**src/rtl/rsa_pkg.sv**
```systemverilog
// rsa_pkg: shared constants, command codes and the fp16 widening function
// for the row scatter-accumulate block. No dependencies.
package rsa_pkg;

    localparam int MAX_ROWS = 64;
    localparam int MAX_COLS = 64;
    localparam int ROW_W    = $clog2(MAX_ROWS);
    localparam int COL_W    = $clog2(MAX_COLS);
    localparam int ADDR_W   = ROW_W + COL_W;
    localparam int DEPTH    = MAX_ROWS * MAX_COLS;
    localparam int DATA_W   = 32;
    localparam int PADDR_W  = 4;

    localparam logic [31:0] QNAN = 32'h7FC0_0000;

    typedef enum logic [1:0] {
        CMD_ACC   = 2'd0,
        CMD_READ  = 2'd1,
        CMD_CLEAR = 2'd2,
        CMD_NONE  = 2'd3
    } cmd_t;

    localparam logic [1:0] REG_ROW_LENGTH    = 2'd0;
    localparam logic [1:0] REG_ROWS_IN_USE   = 2'd1;
    localparam logic [1:0] REG_SOURCE_FORMAT = 2'd2;

    // Exact fp16 -> fp32, subnormals normalised
    function automatic logic [31:0] half_to_single(input logic [15:0] h);
        logic [4:0]  ex;
        logic [9:0]  man;
        logic [3:0]  p;
        logic [3:0]  sh;
        logic [9:0]  nman;
        logic [7:0]  e;
        logic [31:0] r;
        ex  = h[14:10];
        man = h[9:0];
        p   = 4'd0;
        for (int i = 0; i < 10; i++) begin
            if (man[i]) p = 4'(i);
        end
        sh   = 4'd10 - p;
        nman = man << sh;
        e    = 8'd113 - {4'd0, sh};
        if (ex == 5'h1F)
            r = {h[15], 8'hFF, man, 13'd0};
        else if (ex == 5'd0 && man == 10'd0)
            r = {h[15], 31'd0};
        else if (ex == 5'd0)
            r = {h[15], e, nman, 13'd0};
        else
            r = {h[15], 8'({3'd0, ex} + 8'd112), man, 13'd0};
        return r;
    endfunction

endpackage

```
**src/rtl/rsa_fadd.sv**
```systemverilog
// rsa_fadd: six-stage pipelined IEEE fp32 adder, round to nearest even,
// NaN results canonicalised to quiet NaN. Uses rsa_pkg.
module rsa_fadd (
    input  logic        clk,
    input  logic        rst_n,
    input  logic        in_valid,
    input  logic [31:0] a,
    input  logic [31:0] b,
    output logic        out_valid,
    output logic [31:0] sum
);

    logic [5:0] vld_reg;

    // stage 1: unpack, order by magnitude
    logic        s1_spec_reg;
    logic [31:0] s1_spec_val_reg;
    logic        s1_sign_reg;
    logic        s1_sub_reg;
    logic [7:0]  s1_e_reg;
    logic [23:0] s1_ml_reg;
    logic [23:0] s1_ms_reg;
    logic [7:0]  s1_d_reg;

    logic [7:0]  ea, eb;
    logic        nan_a, nan_b, inf_a, inf_b;
    logic        a_big;
    logic [31:0] big, sml;
    logic [7:0]  el_eff, es_eff;

    always_comb
    begin
        ea    = a[30:23];
        eb    = b[30:23];
        nan_a = (ea == 8'hFF) && (a[22:0] != 23'd0);
        nan_b = (eb == 8'hFF) && (b[22:0] != 23'd0);
        inf_a = (ea == 8'hFF) && (a[22:0] == 23'd0);
        inf_b = (eb == 8'hFF) && (b[22:0] == 23'd0);
        a_big = a[30:0] >= b[30:0];
        big   = a_big ? a : b;
        sml   = a_big ? b : a;
        el_eff = (big[30:23] == 8'd0) ? 8'd1 : big[30:23];
        es_eff = (sml[30:23] == 8'd0) ? 8'd1 : sml[30:23];
    end

    always_ff @(posedge clk)
    begin
        s1_spec_reg <= nan_a | nan_b | inf_a | inf_b;
        if (nan_a || nan_b || (inf_a && inf_b && (a[31] != b[31])))
            s1_spec_val_reg <= rsa_pkg::QNAN;
        else if (inf_a)
            s1_spec_val_reg <= a;
        else
            s1_spec_val_reg <= b;
        s1_sign_reg <= big[31];
        s1_sub_reg  <= a[31] ^ b[31];
        s1_e_reg    <= el_eff;
        s1_ml_reg   <= {big[30:23] != 8'd0, big[22:0]};
        s1_ms_reg   <= {sml[30:23] != 8'd0, sml[22:0]};
        s1_d_reg    <= el_eff - es_eff;
    end

    // stage 2: align smaller operand, guard/round/sticky
    logic        s2_spec_reg;
    logic [31:0] s2_spec_val_reg;
    logic        s2_sign_reg;
    logic        s2_sub_reg;
    logic [7:0]  s2_e_reg;
    logic [26:0] s2_ml_reg;
    logic [26:0] s2_ms_reg;

    logic [26:0] ext, al, mask;

    always_comb
    begin
        ext  = {s1_ms_reg, 3'b000};
        mask = (27'd1 << s1_d_reg[4:0]) - 27'd1;
        if (s1_d_reg >= 8'd27)
            al = {26'd0, |s1_ms_reg};
        else
        begin
            al = ext >> s1_d_reg[4:0];
            al[0] = al[0] | (|(ext & mask));
        end
    end

    always_ff @(posedge clk)
    begin
        s2_spec_reg     <= s1_spec_reg;
        s2_spec_val_reg <= s1_spec_val_reg;
        s2_sign_reg     <= s1_sign_reg;
        s2_sub_reg      <= s1_sub_reg;
        s2_e_reg        <= s1_e_reg;
        s2_ml_reg       <= {s1_ml_reg, 3'b000};
        s2_ms_reg       <= al;
    end

    // stage 3: add or subtract magnitudes
    logic        s3_spec_reg;
    logic [31:0] s3_spec_val_reg;
    logic        s3_sign_reg;
    logic        s3_sub_reg;
    logic [7:0]  s3_e_reg;
    logic [27:0] s3_sum_reg;

    always_ff @(posedge clk)
    begin
        s3_spec_reg     <= s2_spec_reg;
        s3_spec_val_reg <= s2_spec_val_reg;
        s3_sign_reg     <= s2_sign_reg;
        s3_sub_reg      <= s2_sub_reg;
        s3_e_reg        <= s2_e_reg;
        if (s2_sub_reg)
            s3_sum_reg <= {1'b0, s2_ml_reg} - {1'b0, s2_ms_reg};
        else
            s3_sum_reg <= {1'b0, s2_ml_reg} + {1'b0, s2_ms_reg};
    end

    // stage 4: leading one search, shift amount clamped at the subnormal edge
    logic        s4_spec_reg;
    logic [31:0] s4_spec_val_reg;
    logic        s4_sign_reg;
    logic        s4_sub_reg;
    logic [7:0]  s4_e_reg;
    logic [27:0] s4_sum_reg;
    logic        s4_zero_reg;
    logic        s4_right_reg;
    logic [4:0]  s4_sh_reg;

    logic [4:0] lead;
    logic [4:0] lz;
    logic [7:0] emax;
    logic [4:0] sh;

    always_comb
    begin
        lead = 5'd0;
        for (int i = 0; i < 27; i++) begin
            if (s3_sum_reg[i]) lead = 5'(i);
        end
        lz   = 5'd26 - lead;
        emax = s3_e_reg - 8'd1;
        sh   = ({3'd0, lz} > emax) ? emax[4:0] : lz;
    end

    always_ff @(posedge clk)
    begin
        s4_spec_reg     <= s3_spec_reg;
        s4_spec_val_reg <= s3_spec_val_reg;
        s4_sign_reg     <= s3_sign_reg;
        s4_sub_reg      <= s3_sub_reg;
        s4_e_reg        <= s3_e_reg;
        s4_sum_reg      <= s3_sum_reg;
        s4_zero_reg     <= s3_sum_reg == 28'd0;
        s4_right_reg    <= s3_sum_reg[27];
        s4_sh_reg       <= sh;
    end

    // stage 5: normalise
    logic        s5_spec_reg;
    logic [31:0] s5_spec_val_reg;
    logic        s5_sign_reg;
    logic        s5_sub_reg;
    logic        s5_zero_reg;
    logic [26:0] s5_m_reg;
    logic [8:0]  s5_e_reg;

    always_ff @(posedge clk)
    begin
        s5_spec_reg     <= s4_spec_reg;
        s5_spec_val_reg <= s4_spec_val_reg;
        s5_sign_reg     <= s4_sign_reg;
        s5_sub_reg      <= s4_sub_reg;
        s5_zero_reg     <= s4_zero_reg;
        if (s4_right_reg)
        begin
            s5_m_reg <= {s4_sum_reg[27:2], s4_sum_reg[1] | s4_sum_reg[0]};
            s5_e_reg <= {1'b0, s4_e_reg} + 9'd1;
        end
        else
        begin
            s5_m_reg <= s4_sum_reg[26:0] << s4_sh_reg;
            s5_e_reg <= {1'b0, s4_e_reg} - {4'd0, s4_sh_reg};
        end
    end

    // stage 6: round to nearest even and pack
    logic [31:0] res_reg;
    logic        up;
    logic [24:0] m25;
    logic [8:0]  e2;
    logic        hid;
    logic [22:0] frac;
    logic [31:0] res;

    always_comb
    begin
        up  = s5_m_reg[2] & (s5_m_reg[1] | s5_m_reg[0] | s5_m_reg[3]);
        m25 = {1'b0, s5_m_reg[26:3]} + {24'd0, up};
        if (m25[24])
        begin
            e2   = s5_e_reg + 9'd1;
            hid  = 1'b1;
            frac = 23'd0;
        end
        else
        begin
            e2   = s5_e_reg;
            hid  = m25[23];
            frac = m25[22:0];
        end
        if (s5_spec_reg)
            res = s5_spec_val_reg;
        else if (s5_zero_reg)
            res = {s5_sub_reg ? 1'b0 : s5_sign_reg, 31'd0};
        else if (hid && e2 >= 9'd255)
            res = {s5_sign_reg, 8'hFF, 23'd0};
        else if (hid)
            res = {s5_sign_reg, e2[7:0], frac};
        else
            res = {s5_sign_reg, 8'd0, frac};
    end

    always_ff @(posedge clk)
    begin
        res_reg <= res;
    end

    always_ff @(posedge clk or negedge rst_n)
    begin
        if (!rst_n)
            vld_reg <= 6'd0;
        else
            vld_reg <= {vld_reg[4:0], in_valid};
    end

    assign out_valid = vld_reg[5];
    assign sum       = res_reg;

endmodule
```
**config.mk**
```make
export PLATFORM = sky130hd
export DESIGN_NAME = rsa_fadd
export DESIGN_NICKNAME = d
export VERILOG_FILES = /design/src/rtl/rsa_pkg.sv /design/src/rtl/rsa_fadd.sv
export SDC_FILE = /design/constraint.sdc
export NUM_CORES = 1
export LEC_CHECK = 0
export BUFFER_PORTS_ARGS = -buffer_cell sky130_fd_sc_hd__buf_2
export CORE_ASPECT_RATIO = 1.1
export CORE_MARGIN = 5
export CORE_UTILIZATION = 40
export CTS_CLUSTER_DIAMETER = 100
export DETAILED_ROUTE_END_ITERATION = 8
export GPL_TIMING_DRIVEN = 1
export PLACE_DENSITY = 0.64
export RECOVER_POWER = 100
export SYNTH_ARGS = -nofsm -noshare
export SYNTH_HDL_FRONTEND = slang
export SYNTH_SLANG_ARGS = --single-unit
```
**constraint.sdc**
```tcl
create_clock -name clk -period 6 [get_ports clk]
set_input_delay 0.6 -clock clk [delete_from_list [all_inputs] [get_ports clk]]
set_output_delay 0.6 -clock clk [all_outputs]
set_load 0.03 [all_outputs]
```
* Word-level counts from Yosys, hierarchy flattened
Cells that the tools add are included.
Word-level totals: flip-flop bits (word level) 452, bits of input ports 67
Cells by class: $add $sub $neg 10, $lt $le $gt $ge 4, equality and inequality tests 3, shift-type cells 3, muxes and demuxes 44, bitwise operators 10, reduce and logical (&&, ||, !) cells 20
Operator list (count):
- 5-bit 2-to-1 mux | 26
- 32-bit 2-to-1 mux | 4
- 31-bit 2-to-1 mux | 3
- 23-bit zero test | 2
- 23-bit nonzero test | 2
- 31-bit greater-or-equal comparator | 1
- 27-bit by 27-bit adder with 28-bit output | 1
- 28-bit zero test | 1
- 28-bit 2-to-1 mux | 1
- 27-bit by 27-bit subtractor with 28-bit output | 1
- 27-bit AND | 1
- 27-bit 2-to-1 mux | 1
- 27-bit OR reduction | 1
- 1-bit by 5-bit << shifter with 27-bit output (first input constant) | 1
- 27-bit by 5-bit << shifter with 27-bit output | 1
- 27-bit by 5-bit right shift with 27-bit output | 1
- 27-bit by 1-bit subtractor with 27-bit output (second input constant) | 1
- 24-bit by 1-bit adder with 25-bit output | 1
- 24-bit OR reduction | 1
- 23-bit 2-to-1 mux | 1
- 9-bit 2-to-1 mux | 2
- 8-bit equality test (second input constant) | 2
- 8-bit zero test | 2
- 8-bit 2-to-1 mux | 2
- 17 further kinds | 34

* Logic depth before layout (Yosys ltp)
depth after elaboration 29, gate-level depth with buffers 21, depth with buffers taken out 19

* Worst setup path after synthesis
OpenSTA, ideal clock, no wires.
path type input to register, from input port a[0], to register s1_d_reg[7], setup time 0.072 ns, arrival time 4.309 ns, slack 1.619 ns, stages on the path 21, cells stage by stage inv_1 ha_1 nand2b_1 a21o_1 a21o_1 a211oi_1 o21ai_0 a21oi_1 o41ai_1 clkbuf_1 buf_2 mux2_2 ha_1 nor2b_1 o21ai_0 a21boi_0 o21ai_0 nand2b_1 a21o_1 a21oi_1 xnor2_1
On the way: word-level cells in the longest chain between the ends 5, elaborated cells between the ends (all ways) 8, those cells by class 1 x add/sub; 1 x order compare; 4 x mux; 2 x reduce/logical
RTL lines:
- from (decl) | RTL line rsa_fadd.sv:7 | input logic [31:0] a,
- 31-bit greater-or-equal comparator * | RTL line rsa_fadd.sv:39 | a_big = a[30:0] >= b[30:0];
- 32-bit 2-to-1 mux * | RTL line rsa_fadd.sv:40 | big = a_big ? a : b;
- 8-bit zero test | RTL line rsa_fadd.sv:42 | el_eff = (big[30:23] == 8'd0) ? 8'd1 : big[30:23];
- 8-bit 2-to-1 mux * | RTL line rsa_fadd.sv:42
- net el_eff[1] | RTL line rsa_fadd.sv:29 | logic [7:0] el_eff, es_eff;
- 8-bit subtractor * | RTL line rsa_fadd.sv:60 | s1_d_reg <= el_eff - es_eff;
- to (signal assigned) | RTL line rsa_fadd.sv:60
- to (decl) | RTL line rsa_fadd.sv:23 | logic [7:0] s1_d_reg;
The timed path passes the listed nets; every way through them passes the cells marked *. A chain may end at the register's enable or synchronous reset.

* Worst setup path after layout
from input port b[0], to register s1_d_reg[7]
On the way: word-level cells in the longest chain between the ends 5, elaborated cells between the ends (all ways) 8, those cells by class 1 x add/sub; 1 x order compare; 4 x mux; 2 x reduce/logical
RTL lines:
- from (decl) | RTL line rsa_fadd.sv:8 | input logic [31:0] b,
- 31-bit greater-or-equal comparator * | RTL line rsa_fadd.sv:39
- 32-bit 2-to-1 mux * | RTL line rsa_fadd.sv:40
- 8-bit zero test | RTL line rsa_fadd.sv:42
- 8-bit 2-to-1 mux * | RTL line rsa_fadd.sv:42
- net el_eff[1] | RTL line rsa_fadd.sv:29
- 8-bit subtractor * | RTL line rsa_fadd.sv:60
Marked as above.

==> results.md <==
* Synth top area cells: dfxtp_1 47%, ha_1 7.0%, mux2_2 4.4%, mux2i_1 3.3%, nand2_1 3.2%
* Core area at between 40000 and 50000 sq um
* Die span in x at approximately 220 microns
* Post-route cell area at 21400 sq um
* Top Family by Delay on Critical Path: compound AO/OA/AOI/OAI gates
* Die Ht at 238 microns
* Commonest cells after routing, fill and taps aside: 445 x dfxtp_1, 160 x nand2_1, 127 x nor2_1
* WL/cell at between 15 and 20 microns
* Yosys reg bits at 451
* Final HPWL DP at 37900 microns
* Fin crit share at between 70% and 80%
* Initial antenna violation count at 0
* Number of remaining DRC errors at 0
* Footprint of the multi-input gates at between 9000 and 10000 sq um
* Mean number of vias per cell at ~5.3
* Crit-path slowest cell: buf_4
* Max VDD drop at 0.229 mV
* RSZ-0062 raised after global routing: false
* CP Max Fanout at 43
* H-tree Lvls at 2
* Commonest non-fill, non-tap cell in the layout: dfxtp_1
* Sequential Area at between 9000 and 10000 sq um
* Outcome: finished, violations left
* R2r setup slk at 1.70 ns
* Placer Congestion at roughly 0.93
* Placed Cells at about 2500
* Share of the synthesized area in the top cell type at between 40% and 50%
* Failing checks: max-capacitance violations, max-slew violations
* Synthesis-to-finish area growth at 13.0%
* Io pins at 100
* Clock Sinks at approximately 450
* Number of max-cap violations at 5
* Worst R2R End: s4_sh_reg[3]$_DFF_P_
* Fillers at ~4400
* Beginning of the worst register-to-register path: s3_sum_reg[1]$_DFF_P_
* CTS buffer count at 45
* Async set-reset flop share out of synthesis at around 1.3%
* Initial Util at roughly 40%
* CP endpoint kind: flip-flop
* Crit path largest cell delay at 0.55 ns
* WS Path Type: in -> reg
* Global route total overflow at 0
* Syn avg cell area at 9.85 sq um
* DRT iter0 DRCs at about 1000
* Pre-CTS setup slack at 1.40 ns
* Clock Tree Buf Depth at 3
* HP Start: in_valid
* Pins over their slew limit at about 170
* Fin nets at 2173
* Number of global-route vias before repair at about 14000
* Hold Path Depth at 1
* Hold slack at around 0.13 ns
* Pre-antenna DRT Iters at 5
* Post-synth EDFFs at 0
* R2r worst-path depth at 19
* Die area at ~52000 sq um
* Seq/Total Area, Yosys at between 40% and 50%
* Non-Filler Instances at ~2600
* Synth Flop Type: dfxtp_1
* Pleak at approximately 8.8 nW
* PD cells at about 480 nW/um^2
* Final Hold Viols at 0
* Clock-pin slew on the worst setup and hold paths at ~0.06 ns
* Placed cell area at about 20000 sq um
* Root Buffer: clkbuf_16
* Hold Path End: vld_reg[0]$_DFF_PN0_
* Final wirelength at 49400 microns
* Share of cells above drive strength 1 at 11.2%
* Crit. Startpoint: b[0]
* Setup crit start kind: primary input
* Critical Path RT at roughly 6.5 ns
* Setup TNS at 0 ns
* Worst Path Buf+Inv at 2
* Synth warn at 0
* Leading area contributor after synthesis: dfxtp_1
* First-pass GRT wire length at 77400 microns
* Cell Rows at between 80 and 90
* Cell area after synthesis at 18900 sq um
* Clk_skew at roughly 0.04 ns
* Critical path arrival at about 5 ns
* Hold Path Class: in -> reg
* Total GRT Usage at 18.7%
* PortBufs at just under 100
* Largest net degree at the start of global routing at between 40 and 50
* Worst-Skew Late Latency at just under 0.6 ns
* FMAX at 228 MHz
* CTS tree: built
* Cells after Synth at between 1500 and 2000
* Crit-path cells: clkbuf_1 -> ha_1 -> nand2b_1 -> a21o_1 -> a21o_1 -> a211oi_1 -> o21ai_0 -> a21oi_1 -> o41ai_1 -> buf_4 -> mux2_1 -> ha_1 -> nor2b_1 -> o21ai_0 -> a21boi_0 -> o21ai_0 -> nand2b_1 -> a21o_1 -> a21oi_1 -> xnor2_1
* Relative slew slack at -35.6%
* Least-Margin Pin Slew at a little over 2 ns
* Ant diodes at 0
* Min Tclk post-route at between 4 and 5 ns
* Final setup viols at 0
* DRT antenna net count at 0
* Vias at about 14000
* PnR worst setup slack at between 1.5 and 2 ns
* Synth unique cells at a little over 80
* Synthesized net count at roughly 2100
## routing by layer
layer,track usage [%],vias to the layer above,routed length [microns]
met5,0,-,0
met3,2.68,127,2180
li1,-,6917,-
met2,31.4,446,23200
met1,24.1,6507,21700
met4,8.52,0,2330
## cell families after synthesis
logic type                 Yosys count  synth area share, %
AOI/OAI and AO/OA                  423                 14.5
xor gates and xnor gates            73                 3.38
adders and majority gates          110                 7.38
buffers and inverters              197                 4.01
DFF                                451                 47.9
muxes                              152                 9.59
and+or+nand+nor                    514                 13.2
## metrics by stage
stage | power, mW | utilization (%)
2_1_floorplan | 6.59 | -
3_3_place_gp | 7.57 | 42.7
3_5_place_dp | 7.60 | 42.7
4_1_cts | 10.4 | 46.0
5_1_grt | 10.9 | 45.7
6_report | 10.3 | 45.7
## worst max-delay path by stage
stage,to,cells past startpoint
2_1_floorplan,s1_d_reg[7]$_DFF_P_,21
3_3_place_gp,s1_d_reg[7]$_DFF_P_,20
3_5_place_dp,s1_d_reg[7]$_DFF_P_,20
4_1_cts,s4_sh_reg[3]$_DFF_P_,19
5_1_grt,s1_d_reg[7]$_DFF_P_,20
6_report,s1_d_reg[7]$_DFF_P_,20
## worst reg2reg max path, delay by kind of cell, from the launching register on
kind	cells	cell delay (ns)
AND/OR/NAND/NOR	4	1.02
AO/OA/AOI/OAI	10	1.90
buffers and inverters	2	0.18
adder cells (fa/ha/maj)	2	0.54
XOR/XNOR	1	0.25
flip-flops	1	0.34
## final cells by class
class / count / share of cell area, %
Tap cell: 595 / 3.48
Timing Repair Buffer: 114 / 2.52
Sequential cell: 451 / 42.4
Multi-Input combinational cell: 1272 / 42.4
Clock inverter: 21 / 1.15
Clock buffer: 61 / 6.11
Inverter: 113 / 1.98
## synth_stat cells, types with 23 or more instances
cell	n
nor3_1	23
nand2_1	160
mux2i_1	62
mux2_2	74
nor2_1	127
clkbuf_1	74
nor4_1	30
xor2_1	27
ha_1	106
xnor2_1	46
nand3_1	27
dfxtp_1	445
a211oi_1	32
and2_1	31
nand4_1	24
a21oi_1	110
inv_1	110
o21ai_0	104
## power by group
group | switching, mW | leakage (nW) | internal [mW] | total, mW
Clock | 1.17 | 0.756 | 1.64 | 2.81
Sequential | 0.531 | 3.81 | 3.61 | 4.14
Combinational | 2.02 | 4.24 | 1.34 | 3.36
## what timing repair did
item                                   CTS  global route
endpoints found under the hold margin    6             0
setup buffers                            0             0
resized for setup                        0             0
hold buffers                             1             0
No activity file was read; power rests on OpenSTA's default activity.
